===== src/hw/rtl/dlc_pkg.sv =====
// Package for the door lock controller: shared types, reply codes, register map.
// No dependencies; imported by every module of the block.
package dlc_pkg;

    localparam int CODE_LENGTH = 5;
    localparam int IDX_W       = (CODE_LENGTH > 1) ? $clog2(CODE_LENGTH) : 1;

    localparam int QDEPTH = 4;
    localparam int QPTR_W = $clog2(QDEPTH);

    localparam int ADDR_W = 5;
    localparam int DATA_W = 32;

    localparam logic [7:0] RSP_MATCH    = 8'h11;
    localparam logic [7:0] RSP_MISMATCH = 8'h00;
    localparam logic [7:0] RSP_OPENING  = 8'h01;
    localparam logic [7:0] RSP_OPENED   = 8'hc1;
    localparam logic [7:0] RSP_CLOSING  = 8'hc2;
    localparam logic [7:0] RSP_DONE     = 8'hFF;
    localparam logic [7:0] CMD_OPEN     = 8'h2B;
    localparam logic [7:0] CMD_CHANGE   = 8'h2D;

    localparam logic [1:0] MOTOR_STOP = 2'd0;
    localparam logic [1:0] MOTOR_FWD  = 2'd1;
    localparam logic [1:0] MOTOR_REV  = 2'd2;

    localparam logic [2:0] REG_OPEN_TIME  = 3'd0;
    localparam logic [2:0] REG_HOLD_TIME  = 3'd1;
    localparam logic [2:0] REG_CLOSE_TIME = 3'd2;
    localparam logic [2:0] REG_ALARM_TIME = 3'd3;
    localparam logic [2:0] REG_MAX_FAIL   = 3'd4;

    localparam logic [15:0] OPEN_TIME_RST  = 16'd5000;
    localparam logic [15:0] HOLD_TIME_RST  = 16'd3000;
    localparam logic [15:0] CLOSE_TIME_RST = 16'd5000;
    localparam logic [15:0] ALARM_TIME_RST = 16'd6000;
    localparam logic [2:0]  MAX_FAIL_RST   = 3'd3;

    typedef enum logic [10:0] {
        PH_SETUP_A   = 11'b000_0000_0001,
        PH_SETUP_B   = 11'b000_0000_0010,
        PH_IDLE      = 11'b000_0000_0100,
        PH_OPEN_CODE = 11'b000_0000_1000,
        PH_CHG_CODE  = 11'b000_0001_0000,
        PH_NEW_A     = 11'b000_0010_0000,
        PH_NEW_B     = 11'b000_0100_0000,
        PH_OPENING   = 11'b000_1000_0000,
        PH_HOLD      = 11'b001_0000_0000,
        PH_CLOSING   = 11'b010_0000_0000,
        PH_ALARM     = 11'b100_0000_0000
    } phase_t;

    typedef struct packed {
        logic       tick;
        logic       is_open;
        logic       is_change;
        logic [7:0] data;
    } item_t;

    typedef struct packed {
        logic       tx_valid;
        logic [7:0] tx_byte;
        logic [1:0] motor_drive;
        logic       alarm_on;
        logic       last;
    } result_t;

    typedef struct packed {
        logic [15:0] open_time;
        logic [15:0] hold_time;
        logic [15:0] close_time;
        logic [15:0] alarm_time;
        logic [2:0]  max_failures;
    } cfg_t;

endpackage


===== src/hw/rtl/dlc_front.sv =====
// Front end: accepts requests, tags ticks and command bytes, queues them.
// Depends on dlc_pkg.
module dlc_front (
    input  logic           clk,
    input  logic           rst_n,
    input  logic           in_valid,
    output logic           in_stall,
    input  logic           mode,
    input  logic [7:0]     rx_byte,
    output logic           q_valid,
    output dlc_pkg::item_t q_item,
    input  logic           q_pop
);
    import dlc_pkg::*;

    item_t             mem_reg [QDEPTH];
    logic [QPTR_W-1:0] wp_reg, wp_next;
    logic [QPTR_W-1:0] rp_reg, rp_next;
    logic [QPTR_W:0]   cnt_reg, cnt_next;
    logic              push;
    item_t             new_item;

    assign in_stall = (cnt_reg == (QPTR_W+1)'(QDEPTH));
    assign push     = in_valid && !in_stall;
    assign q_valid  = (cnt_reg != '0);
    assign q_item   = mem_reg[rp_reg];

    always_comb
    begin
        new_item.tick      = mode;
        new_item.is_open   = !mode && (rx_byte == CMD_OPEN);
        new_item.is_change = !mode && (rx_byte == CMD_CHANGE);
        new_item.data      = rx_byte;
        wp_next  = push ? wp_reg + 1'b1 : wp_reg;
        rp_next  = q_pop ? rp_reg + 1'b1 : rp_reg;
        cnt_next = cnt_reg + (QPTR_W+1)'(push) - (QPTR_W+1)'(q_pop);
    end

    always_ff @(posedge clk)
    begin
        if (push)
        begin
            mem_reg[wp_reg] <= new_item;
        end
    end

    always_ff @(posedge clk or negedge rst_n)
    begin
        if (!rst_n)
        begin
            wp_reg  <= '0;
            rp_reg  <= '0;
            cnt_reg <= '0;
        end
        else
        begin
            wp_reg  <= wp_next;
            rp_reg  <= rp_next;
            cnt_reg <= cnt_next;
        end
    end

endmodule


===== src/hw/rtl/dlc_core.sv =====
// Back end: lock state machine, code compare, phase timer, failure count.
// Depends on dlc_pkg; fed by dlc_front, drains into dlc_out.
module dlc_core (
    input  logic             clk,
    input  logic             rst_n,
    input  dlc_pkg::cfg_t    cfg,
    input  logic             q_valid,
    input  dlc_pkg::item_t   q_item,
    output logic             q_pop,
    input  logic             room,
    output logic [1:0]       push_cnt,
    output dlc_pkg::result_t res0,
    output dlc_pkg::result_t res1
);
    import dlc_pkg::*;

    phase_t           phase_reg, phase_next;
    logic [IDX_W-1:0] idx_reg, idx_next;
    logic             mis_reg, mis_next;
    logic [2:0]       fail_reg, fail_next;
    logic [15:0]      timer_reg, timer_next;
    logic [7:0]       first_entry_reg [CODE_LENGTH];
    logic [7:0]       stored_code_reg [CODE_LENGTH];

    logic        exec;
    logic        last_byte;
    logic        mis_base;
    logic        mis_fe;
    logic        mis_sc;
    logic        fe_we;
    logic        copy_code;
    logic [15:0] timer_dec;
    logic [2:0]  fail_inc;
    logic [1:0]  tx_n;
    logic [7:0]  tx0;
    logic [7:0]  tx1;
    logic [1:0]  motor;
    logic        alarm;

    assign exec      = q_valid && room;
    assign q_pop     = exec;
    assign last_byte = (idx_reg == IDX_W'(CODE_LENGTH - 1));
    assign mis_base  = (idx_reg == '0) ? 1'b0 : mis_reg;
    assign mis_fe    = mis_base || (first_entry_reg[idx_reg] != q_item.data);
    assign mis_sc    = mis_base || (stored_code_reg[idx_reg] != q_item.data);
    assign timer_dec = (timer_reg != '0) ? timer_reg - 16'd1 : timer_reg;
    assign fail_inc  = fail_reg + 3'd1;

    always_comb
    begin
        phase_next = phase_reg;
        idx_next   = idx_reg;
        mis_next   = mis_reg;
        fail_next  = fail_reg;
        timer_next = timer_reg;
        fe_we      = 1'b0;
        copy_code  = 1'b0;
        tx_n       = 2'd0;
        tx0        = 8'h00;
        tx1        = 8'h00;
        if (exec)
        begin
            if (q_item.tick)
            begin
                unique case (phase_reg)
                    PH_OPENING, PH_HOLD, PH_CLOSING, PH_ALARM:
                    begin
                        timer_next = timer_dec;
                        if (timer_dec == '0)
                        begin
                            unique case (phase_reg)
                                PH_OPENING:
                                begin
                                    tx_n       = 2'd1;
                                    tx0        = RSP_OPENED;
                                    phase_next = PH_HOLD;
                                    timer_next = cfg.hold_time;
                                end
                                PH_HOLD:
                                begin
                                    tx_n       = 2'd1;
                                    tx0        = RSP_CLOSING;
                                    phase_next = PH_CLOSING;
                                    timer_next = cfg.close_time;
                                end
                                PH_CLOSING:
                                begin
                                    tx_n       = 2'd1;
                                    tx0        = RSP_DONE;
                                    phase_next = PH_IDLE;
                                end
                                default:
                                begin
                                    phase_next = PH_IDLE;
                                end
                            endcase
                        end
                    end
                    default:
                    begin
                    end
                endcase
            end
            else
            begin
                unique case (phase_reg)
                    PH_SETUP_A, PH_NEW_A:
                    begin
                        fe_we    = 1'b1;
                        mis_next = mis_base;
                        idx_next = last_byte ? '0 : IDX_W'(idx_reg + 1'b1);
                        if (last_byte)
                        begin
                            phase_next = (phase_reg == PH_SETUP_A) ? PH_SETUP_B : PH_NEW_B;
                        end
                    end
                    PH_SETUP_B, PH_NEW_B:
                    begin
                        mis_next = mis_fe;
                        idx_next = last_byte ? '0 : IDX_W'(idx_reg + 1'b1);
                        if (last_byte)
                        begin
                            tx_n       = 2'd1;
                            tx0        = mis_fe ? RSP_MISMATCH : RSP_MATCH;
                            copy_code  = !mis_fe;
                            phase_next = PH_IDLE;
                        end
                    end
                    PH_IDLE:
                    begin
                        if (q_item.is_open)
                        begin
                            phase_next = PH_OPEN_CODE;
                            idx_next   = '0;
                        end
                        else if (q_item.is_change)
                        begin
                            phase_next = PH_CHG_CODE;
                            idx_next   = '0;
                        end
                    end
                    PH_OPEN_CODE, PH_CHG_CODE:
                    begin
                        mis_next = mis_sc;
                        idx_next = last_byte ? '0 : IDX_W'(idx_reg + 1'b1);
                        if (last_byte)
                        begin
                            tx_n = 2'd1;
                            if (!mis_sc)
                            begin
                                tx0       = RSP_MATCH;
                                fail_next = 3'd0;
                                if (phase_reg == PH_OPEN_CODE)
                                begin
                                    tx_n       = 2'd2;
                                    tx1        = RSP_OPENING;
                                    phase_next = PH_OPENING;
                                    timer_next = cfg.open_time;
                                end
                                else
                                begin
                                    phase_next = PH_NEW_A;
                                end
                            end
                            else
                            begin
                                tx0 = RSP_MISMATCH;
                                if (fail_inc == cfg.max_failures)
                                begin
                                    fail_next  = 3'd0;
                                    phase_next = PH_ALARM;
                                    timer_next = cfg.alarm_time;
                                end
                                else
                                begin
                                    fail_next  = fail_inc;
                                    phase_next = PH_IDLE;
                                end
                            end
                        end
                    end
                    default:
                    begin
                    end
                endcase
            end
        end

        motor = (phase_next == PH_OPENING) ? MOTOR_FWD :
                (phase_next == PH_CLOSING) ? MOTOR_REV : MOTOR_STOP;
        alarm = (phase_next == PH_ALARM);

        res0.tx_valid    = (tx_n != 2'd0);
        res0.tx_byte     = tx0;
        res0.motor_drive = motor;
        res0.alarm_on    = alarm;
        res0.last        = (tx_n != 2'd2);
        res1.tx_valid    = 1'b1;
        res1.tx_byte     = tx1;
        res1.motor_drive = motor;
        res1.alarm_on    = alarm;
        res1.last        = 1'b1;
        push_cnt = !exec ? 2'd0 : (tx_n == 2'd2) ? 2'd2 : 2'd1;
    end

    always_ff @(posedge clk)
    begin
        if (fe_we)
        begin
            first_entry_reg[idx_reg] <= q_item.data;
        end
    end

    always_ff @(posedge clk or negedge rst_n)
    begin
        if (!rst_n)
        begin
            phase_reg <= PH_SETUP_A;
            idx_reg   <= '0;
            mis_reg   <= 1'b0;
            fail_reg  <= 3'd0;
            timer_reg <= '0;
            for (int i = 0; i < CODE_LENGTH; i++)
            begin
                stored_code_reg[i] <= 8'h00;
            end
        end
        else
        begin
            phase_reg <= phase_next;
            idx_reg   <= idx_next;
            mis_reg   <= mis_next;
            fail_reg  <= fail_next;
            timer_reg <= timer_next;
            if (copy_code)
            begin
                for (int i = 0; i < CODE_LENGTH; i++)
                begin
                    stored_code_reg[i] <= first_entry_reg[i];
                end
            end
        end
    end

endmodule


===== src/hw/rtl/dlc_out.sv =====
// Result queue: takes one or two results per request, one out per cycle unless stalled.
// Depends on dlc_pkg.
module dlc_out (
    input  logic             clk,
    input  logic             rst_n,
    input  logic [1:0]       push_cnt,
    input  dlc_pkg::result_t res0,
    input  dlc_pkg::result_t res1,
    output logic             room,
    output logic             out_valid,
    input  logic             out_stall,
    output dlc_pkg::result_t out_res
);
    import dlc_pkg::*;

    result_t           mem_reg [QDEPTH];
    logic [QPTR_W-1:0] wp_reg, wp_next;
    logic [QPTR_W-1:0] rp_reg, rp_next;
    logic [QPTR_W:0]   cnt_reg, cnt_next;
    logic              pop;

    assign out_valid = (cnt_reg != '0);
    assign out_res   = mem_reg[rp_reg];
    assign pop       = out_valid && !out_stall;
    assign room      = (cnt_reg <= (QPTR_W+1)'(QDEPTH - 2));

    always_comb
    begin
        wp_next  = wp_reg + QPTR_W'(push_cnt);
        rp_next  = pop ? rp_reg + 1'b1 : rp_reg;
        cnt_next = cnt_reg + (QPTR_W+1)'(push_cnt) - (QPTR_W+1)'(pop);
    end

    always_ff @(posedge clk)
    begin
        if (push_cnt != 2'd0)
        begin
            mem_reg[wp_reg] <= res0;
        end
        if (push_cnt == 2'd2)
        begin
            mem_reg[QPTR_W'(wp_reg + 1'b1)] <= res1;
        end
    end

    always_ff @(posedge clk or negedge rst_n)
    begin
        if (!rst_n)
        begin
            wp_reg  <= '0;
            rp_reg  <= '0;
            cnt_reg <= '0;
        end
        else
        begin
            wp_reg  <= wp_next;
            rp_reg  <= rp_next;
            cnt_reg <= cnt_next;
        end
    end

endmodule


===== src/hw/rtl/password_door_lock_controller_unit.sv =====
// Door lock controller, top level: register port, front queue, lock engine, result queue.
// Depends on dlc_pkg, dlc_front, dlc_core, dlc_out.
//
// One request per clock cycle is accepted unless in_stall is raised. A request is
// either a received byte (mode 0) or a one-millisecond tick (mode 1). Each
// request yields one result, or two for a matching open code (0x11 then 0x01);
// the result queue hands out one result per cycle while out_stall is low. The
// engine runs a request once the result queue has room for two results.
// Requests wait in a four-entry queue, results in another, so both sides may
// stall independently. Registers: open, hold, close and alarm times at byte
// addresses 0x0 to 0xC, failure limit at 0x10; write them only while the block
// is idle.
module password_door_lock_controller_unit (
    input  logic                       clk,
    input  logic                       rst_n,
    input  logic                       psel,
    input  logic                       penable,
    input  logic                       pwrite,
    input  logic [dlc_pkg::ADDR_W-1:0] paddr,
    input  logic [dlc_pkg::DATA_W-1:0] pwdata,
    output logic [dlc_pkg::DATA_W-1:0] prdata,
    output logic                       pready,
    input  logic                       in_valid,
    output logic                       in_stall,
    input  logic                       mode,
    input  logic [7:0]                 rx_byte,
    output logic                       out_valid,
    input  logic                       out_stall,
    output logic                       tx_valid,
    output logic [7:0]                 tx_byte,
    output logic [1:0]                 motor_drive,
    output logic                       alarm_on,
    output logic                       last
);
    import dlc_pkg::*;

    cfg_t       cfg_reg;
    logic       wr_en;
    logic [2:0] reg_idx;
    logic       q_valid;
    item_t      q_item;
    logic       q_pop;
    logic       room;
    logic [1:0] push_cnt;
    result_t    res0;
    result_t    res1;
    result_t    out_res;

    assign pready  = 1'b1;
    assign wr_en   = psel && penable && pwrite && pready;
    assign reg_idx = paddr[ADDR_W-1:2];

    always_comb
    begin
        unique case (reg_idx)
            REG_OPEN_TIME:  prdata = DATA_W'(cfg_reg.open_time);
            REG_HOLD_TIME:  prdata = DATA_W'(cfg_reg.hold_time);
            REG_CLOSE_TIME: prdata = DATA_W'(cfg_reg.close_time);
            REG_ALARM_TIME: prdata = DATA_W'(cfg_reg.alarm_time);
            REG_MAX_FAIL:   prdata = DATA_W'(cfg_reg.max_failures);
            default:        prdata = '0;
        endcase
    end

    always_ff @(posedge clk or negedge rst_n)
    begin
        if (!rst_n)
        begin
            cfg_reg.open_time    <= OPEN_TIME_RST;
            cfg_reg.hold_time    <= HOLD_TIME_RST;
            cfg_reg.close_time   <= CLOSE_TIME_RST;
            cfg_reg.alarm_time   <= ALARM_TIME_RST;
            cfg_reg.max_failures <= MAX_FAIL_RST;
        end
        else if (wr_en)
        begin
            unique case (reg_idx)
                REG_OPEN_TIME:  cfg_reg.open_time    <= pwdata[15:0];
                REG_HOLD_TIME:  cfg_reg.hold_time    <= pwdata[15:0];
                REG_CLOSE_TIME: cfg_reg.close_time   <= pwdata[15:0];
                REG_ALARM_TIME: cfg_reg.alarm_time   <= pwdata[15:0];
                REG_MAX_FAIL:   cfg_reg.max_failures <= pwdata[2:0];
                default:
                begin
                end
            endcase
        end
    end

    dlc_front u_front (
        .clk      (clk),
        .rst_n    (rst_n),
        .in_valid (in_valid),
        .in_stall (in_stall),
        .mode     (mode),
        .rx_byte  (rx_byte),
        .q_valid  (q_valid),
        .q_item   (q_item),
        .q_pop    (q_pop)
    );

    dlc_core u_core (
        .clk      (clk),
        .rst_n    (rst_n),
        .cfg      (cfg_reg),
        .q_valid  (q_valid),
        .q_item   (q_item),
        .q_pop    (q_pop),
        .room     (room),
        .push_cnt (push_cnt),
        .res0     (res0),
        .res1     (res1)
    );

    dlc_out u_out (
        .clk       (clk),
        .rst_n     (rst_n),
        .push_cnt  (push_cnt),
        .res0      (res0),
        .res1      (res1),
        .room      (room),
        .out_valid (out_valid),
        .out_stall (out_stall),
        .out_res   (out_res)
    );

    assign tx_valid    = out_res.tx_valid;
    assign tx_byte     = out_res.tx_byte;
    assign motor_drive = out_res.motor_drive;
    assign alarm_on    = out_res.alarm_on;
    assign last        = out_res.last;

endmodule


===== config.mk =====
export PLATFORM = sky130hd
export DESIGN_NAME = password_door_lock_controller_unit
export DESIGN_NICKNAME = d
export VERILOG_FILES = /design/src/hw/rtl/dlc_pkg.sv /design/src/hw/rtl/dlc_front.sv /design/src/hw/rtl/dlc_core.sv /design/src/hw/rtl/dlc_out.sv /design/src/hw/rtl/password_door_lock_controller_unit.sv
export SDC_FILE = /design/constraint.sdc
export NUM_CORES = 1
export LEC_CHECK = 0
export BUFFER_PORTS_ARGS = -buffer_cell sky130_fd_sc_hd__buf_2
export CAP_MARGIN = 10
export CORE_MARGIN = 2
export CORE_UTILIZATION = 30
export DETAILED_ROUTE_END_ITERATION = 12
export SETUP_SLACK_MARGIN = 0.2
export SYNTH_ARGS = -nofsm -noshare
export SYNTH_HDL_FRONTEND = slang
export SYNTH_SLANG_ARGS = --single-unit

===== constraint.sdc =====
create_clock -name clk -period 3.55 [get_ports clk]
set_clock_uncertainty 0.2 [all_clocks]
set_input_delay 0.355 -clock clk [delete_from_list [all_inputs] [get_ports clk]]
set_output_delay 0.355 -clock clk [all_outputs]
set_load 0.02 [all_outputs]

# --- Yosys cells after proc, flatten, opt, wreduce, memory -nomap -nowiden ---
# Memory sizes are Yosys's and may differ from the RTL's. A register that Yosys moved wholly into a read port is not among the register bits.
# Index checks and enable logic that the tools add are counted.
word_totals:
  output_inout_bits: 48
  n_memories: 3
  word_cells: 194
  mem_bits_rw: 136
  regBits: 115
  inputBits: 53
memory_table:
  columns: ["name", "depth", "width", "read_ports", "rd_clocked_by_memory_dff", "wr", "line_no", "source"]
  rows:
  - ["u_out.mem_reg", 4, 13, 1, 0, 2, "dlc_out.sv:16", "result_t mem_reg [QDEPTH];"]
  - ["u_front.mem_reg", 4, 11, 1, 0, 1, "dlc_front.sv:16", "item_t mem_reg [QDEPTH];"]
  - ["u_core.first_entry_reg", 5, 8, 6, 5, 1, "dlc_core.sv:22", "logic [7:0] first_entry_reg [CODE_LENGTH];"]
op_classes:
  addsub: 12
  reduce_logical: 46
  n_eq_ne: 31
  bitwise_logic: 2
  n_lt_le_gt_ge: 2
  n_mux: 82
op_table:
  columns: ["cell", "count"]
  rows:
  - ["16-bit two-way mux", 9]
  - ["11-bit two-way mux", 11]
  - ["8-bit two-way mux", 14]
  - ["16-bit one-hot mux with 5 select lines", 1]
  - ["11-bit one-hot mux with 4 select lines", 1]
  - ["16-bit one-hot mux with 2 select lines", 1]
  - ["8-bit binary-select mux with 3-bit select", 1]
  - ["8-bit one-hot mux with 3 select lines", 1]
  - ["11-bit by 10-bit == test with 1-bit output (second input constant)", 2]
  - ["11-bit == test (second input constant)", 2]
  - ["11-bit by 8-bit == test with 1-bit output (second input constant)", 2]
  - ["2-bit two-way mux", 11]
  - ["10-bit one-hot mux with 2 select lines", 1]
  - ["1-bit two-way mux", 19]
  - ["8-bit by 6-bit == test with 1-bit output (second input constant)", 2]
  - ["16-bit logical NOT", 1]
  - ["8-bit inequality test", 2]
  - ["8-bit one-hot mux with 2 select lines", 1]
  - ["16-bit nonzero test", 1]
  - ["16-bit by 1-bit subtractor with 16-bit output (second input constant)", 1]
  - ["3-bit two-way mux", 5]
  - ["3-bit nonzero test", 4]
  - ["11-bit by 1-bit == test with 1-bit output (second input constant)", 1]
  - ["11-bit by 2-bit == test with 1-bit output (second input constant)", 1]
  - ["other kinds (42)", 80]

# --- Logic depth before layout (Yosys ltp) ---
depth:
  depth_word: 17
  depth_mapped: 17
  depth_no_buf: 13

# --- Cells and area by module ---
# Synthesis repeated with hierarchy kept, for this count alone.
hier_totals:
  hier_cells: 1229
  area_unflattened_um2: 16288.1
modules_own_cells:
  columns: ["mod", "instances", "area_each_um2", "seq_area_each_um2", "cells_per_inst"]
  rows:
  - ["dlc_core", 1, 7877.6, 3774.9, 742]
  - ["password_door_lock_controller_unit", 1, 3258.1, 1709.1, 215]
  - ["dlc_out", 1, 3055.4, 1736.7, 168]
  - ["dlc_front", 1, 2097.0, 1496.4, 104]

# --- Worst setup path before layout ---
# OpenSTA, ideal clock, no wires.
synth_timing:
  kind: "register to register"
  from: "register u_core.timer_reg[0]"
  to: "memory u_out.mem_reg[1][1] in the netlist's numbering (data pin)"
  setup_ns: 0.158
  t_required_ns: 3.192
  period_less_slack_ns: 3.773
  path_stages_with_launch: 13
  setup_slack_ns: -0.223
  arrival_time_ns: 3.415
  path_buffers: 1
  cell_sequence: "dfrtp_1 inv_1 ha_1 nor3b_2 nand2_4 o31a_1 or4_4 a2111oi_4 and3_2 clkbuf_4 mux2i_1 nand4_2 nor3_1"
synth_lines:
  columns: ["item", "line_no", "source"]
  rows:
  - ["from (decl)", "dlc_core.sv:21", "logic [15:0] timer_reg, timer_next;"]
  - ["from (signal assigned)", "dlc_core.sv:234", "timer_reg <= timer_next;"]
  - ["to (decl)", "dlc_out.sv:16", null]

# --- Worst setup path after layout ---
layout_timing:
  from: "register u_core.idx_reg[0]"
  to: "register u_core.stored_code_reg[4] in the netlist's numbering, read port of u_core.first_entry_reg"
layout_via:
  elab_chain_cells: 8
  word_cells_on_any_way: 11
  cone_classes: "2 x eq/ne; 5 x mux; 3 x reduce/logical; 1 x memory"
layout_lines:
  columns: ["item", "line_no", "source"]
  rows:
  - ["from (decl)", "dlc_core.sv:18", "logic [IDX_W-1:0] idx_reg, idx_next;"]
  - ["from (signal assigned)", "dlc_core.sv:231", "idx_reg <= idx_next;"]
  - ["memory 5 x 8 bit / 3-bit logical NOT (equally long branches)", null, null]
  - ["8-bit inequality test / 1-bit two-way mux (equally long branches)", "dlc_core.sv:44, dlc_core.sv:43", null]
  - ["1-bit logical OR", "dlc_core.sv:44", "assign mis_fe = mis_base || (first_entry_reg[idx_reg] != q_item.data);"]
  - ["1-bit logical NOT", "dlc_core.sv:125", "copy_code = !mis_fe;"]
  - ["1-bit two-way mux *", "dlc_core.sv:121", "if (last_byte)"]
  - ["1-bit two-way mux *", "dlc_core.sv:106", "unique case (phase_reg)"]
  - ["1-bit two-way mux *", "dlc_core.sv:63", "if (q_item.tick)"]
  - ["1-bit two-way mux *", "dlc_core.sv:61", "if (exec)"]
  - ["to (decl)", "dlc_core.sv:23", "logic [7:0] stored_code_reg [CODE_LENGTH];"]
# Every way passes the cells marked *; elsewhere a longest branch is shown, timed or not.
# A chain may end at the register's enable or synchronous reset.

==> results.json <==
{
  "arrival_ns": 3.73,
  "synth_edf_count": 100,
  "synth_top_area_frac": 0.225,
  "vdd_drop_max_mv": 0.380,
  "cp_top_family": "multiplexers",
  "vias": 9739,
  "cts_tree": "done",
  "critPathBufInv": 3,
  "clkSlewWorstSetupHoldPaths_ns": 0.06,
  "worstSetupPathType": "register to register",
  "avgViaCountPerCell": 5.02,
  "cp_num_cells": 11,
  "area_growth_pct": 25.9,
  "synth_top_family_by_area": "multiplexers",
  "hpwl_mm": 24.0,
  "die_w_um": 222,
  "crit_chain": "buf_4 -> bufbuf_16 -> mux4_2 -> mux2i_1 -> xor2_1 -> nand3_1 -> or4_4 -> nor2_2 -> nand2_2 -> bufbuf_16 -> mux2_2",
  "crit_path_max_incr_delay_ns": 0.57,
  "synth_most_common_cell": "dfrtp_1",
  "grt_pass1_wl_mm": 56.2,
  "yosys.area_share.simple": 0.102,
  "drive_above_1_share": 0.412,
  "track_usage": 0.140,
  "post_drt_wl_per_cell_um": 18.0,
  "synth-xor-area-share": 0.0246,
  "ys_ff_latch": 279,
  "clock_sinks": 279,
  "clk_path_buf_depth": 3,
  "netlist_area_um2": 14300,
  "holdPathStages": 3,
  "setup_viol": 0,
  "pre_cts_ws_ns": -0.0532,
  "core_area_um2": 46800,
  "power_mw": 10.7,
  "cp_common_cell": "bufbuf_16",
  "drtIter0Drc": 591,
  "powerDensity_nw_per_um2": 594,
  "grt-ovfl-total": 0,
  "initial_core_util": 0.305,
  "r2r-end": "u_core.stored_code_reg[4]",
  "slew_viol_final": 0,
  "grt_max_degree": 65,
  "ff2ff_path_depth": 11,
  "ys_top_cells_by_area": "dfrtp_1 (22%), edfxtp_1 (21%), mux2_2 (9.8%)",
  "synth_common_cells": "dfrtp_1 (128), mux2_2 (124), edfxtp_1 (100), nand2_1 (64), mux2i_1 (49)",
  "synth_compound_area_frac": 0.0898,
  "crit_path_end": "u_core.stored_code_reg[4]",
  "fp.dieH_um": 222,
  "synth_area_per_cell_um2": 12.7,
  "regToRegSetupSlack_ns": 0.05,
  "syn-instance-count": 1120,
  "power.leakage_nw": 7.46,
  "grt_pass1_vias": 10200,
  "critPathLaunchType": "register",
  "finalWorstSetupSlack_ns": 0.0464,
  "synth.area.mux_share": 0.202,
  "period_minus_slack_ns": 3.50,
  "synth_top_area_cell": "dfrtp_1",
  "path_max_fanout": 10,
  "worstPathRequired_ns": 3.78,
  "synth_fa_ha_area_frac": 0.0151,
  "end_kind": "register",
  "worst_path_max_delay_cell": "or4_4",
  "period_share": 0.987,
  "rsz0062_at_grt": "true",
  "clk_latency_ns": 0.56,
  "yosysWarnings": 0,
  "startpoint": "u_core.idx_reg[0]",
  "hp-class": "input port to register",
  "yosysSeqAreaShare": 0.519,
  "maxSlewHeadroom": 0.336,
  "drtAntennaViolNets": 0,
  "htreeDepth": 1,
  "r2r-start": "u_core.idx_reg[0]",
  "num_rows": 79,
  "clockRootBuffer": "clkbuf_16",
  "ys_async_sr_fraction": 0.556,
  "hold_viol": 0,
  "holdWs_ns": 0.0839,
  "ys_types": 93,
  "timing.fmax_ghz": 0.285,
  "synth_top_flop_cell": "dfrtp_1",
  "numCtsBuffers": 30,
  "status": "finished, final reports clean",
  "nets": 1379,
  "antenna_found_initial": 0,
  "dieArea_um2": 49300,
  "pin_count": 101,
  "drt_pre_antenna_iters": 5,
  "antenna_cells": 0,
  "portBuffers": 65,
  "wl_mm": 35.0,
  "maxCapViolations": 0,
  "worst_slew_pin_slew_ns": 0.994,
  "gp_congestion": 0.858,
  "drcViolationCount": 0,
  "largest_register_ffs": 67
}
[power breakdown]
group | internal, mW | leakage, nW | switching (mW)
clock | 2.00 | 0.508 | 1.27
combinational | 1.41 | 3.87 | 1.69
sequential | 3.94 | 3.08 | 0.373
total | 7.35 | 7.46 | 3.33
[cells by family after synthesis]
| kind of cell | count (synthesis) |
|---|---|
| flops | 279 |
| fa+ha+maj | 16 |
| mux | 217 |
| xor+xnor | 40 |
| other cells | 2 |
| compound gates | 178 |
| buf+inv | 128 |
| simple gates | 260 |
[timing repair]
item                       in CTS  in global routing
pin swaps                      18                 20
hold endpoints to repair      163                  0
setup endpoints to repair     107                110
buffers inserted               11                 11
cloned                          3                  0
hold buffers                   27                  0
resized for setup              44                 62
[layout by cell type (no fill, tap or decap), types with 8 or more instances in the layout]
cell type        n
mux4_2          44
clkbuf_16       33
buf_2           64
buf_4          115
a211oi_1         8
dfxtp_1         24
inv_1           35
mux2_2         124
nand2_1         59
nor2_1          35
clkbuf_1        10
buf_6           10
nand3_1         18
xor2_1          11
dlygate4sd3_1   27
nor2b_1         21
xnor2_1         23
nor4_1          11
buf_12           9
dfstp_2         27
ha_1            12
a22o_1          12
o21ai_0         34
conb_1          17
a31oi_1          8
nor3_1          17
nor3_2          13
a21oi_1         30
edfxtp_1       100
mux2i_1         46
dfrtp_1        126
a221oi_1         9
[worst min-delay path: cells and delay by family]
kind	cells	cell delay (ns)
XOR/XNOR	1	0.15
buffers and inverters	1	0.09
AND/OR/NAND/NOR	1	0.20
[cell type report]
cell class / instances / area (um^2)
Clock buffer: 48 / 923
Clock inverter: 8 / 121
Fill cell: 4454 / 28800
Inverter: 43 / 164
Multi-Input combinational cell: 728 / 6750
Sequential cell: 279 / 7400
Tap cell: 607 / 759
Timing Repair Buffer: 228 / 1840
[through the flow]
step	util	setup TNS (ns)	cell area, um^2	cells
CTS	0.376	0	17600	1930
global route	0.384	-1.42	18000	1941
global placement	0.341	-0.0162	15900	1833
floorplan	-	-0.262	14400	1135
finish	0.384	0	18000	1941
detailed placement	0.341	-0.291	15900	1833
[how the worst min path moves through the flow]
stage	from	to	slack, ns
after detailed placement	rst_n	u_front.wp_reg[1]	0.18
after global placement	rst_n	u_front.wp_reg[1]	0.19
after CTS	in_valid	u_front.wp_reg[0]	0.07
final	in_valid	u_front.wp_reg[0]	0.08
after global routing	in_valid	u_front.wp_reg[0]	0.12
after floorplan	rst_n	cfg_reg[10]	-0.14
[per-layer routing]
| layer | track usage | part of all wire | vias up |
|---|---|---|---|
| li1 | - | - | 4542 |
| met1 | 0.194 | 0.46 | 4938 |
| met2 | 0.233 | 0.48 | 200 |
| met3 | 0.0159 | 0.033 | 59 |
| met4 | 0.0405 | 0.022 | 0 |
| met5 | 0 | 0 | - |
(Power assumes the default switching activity.)
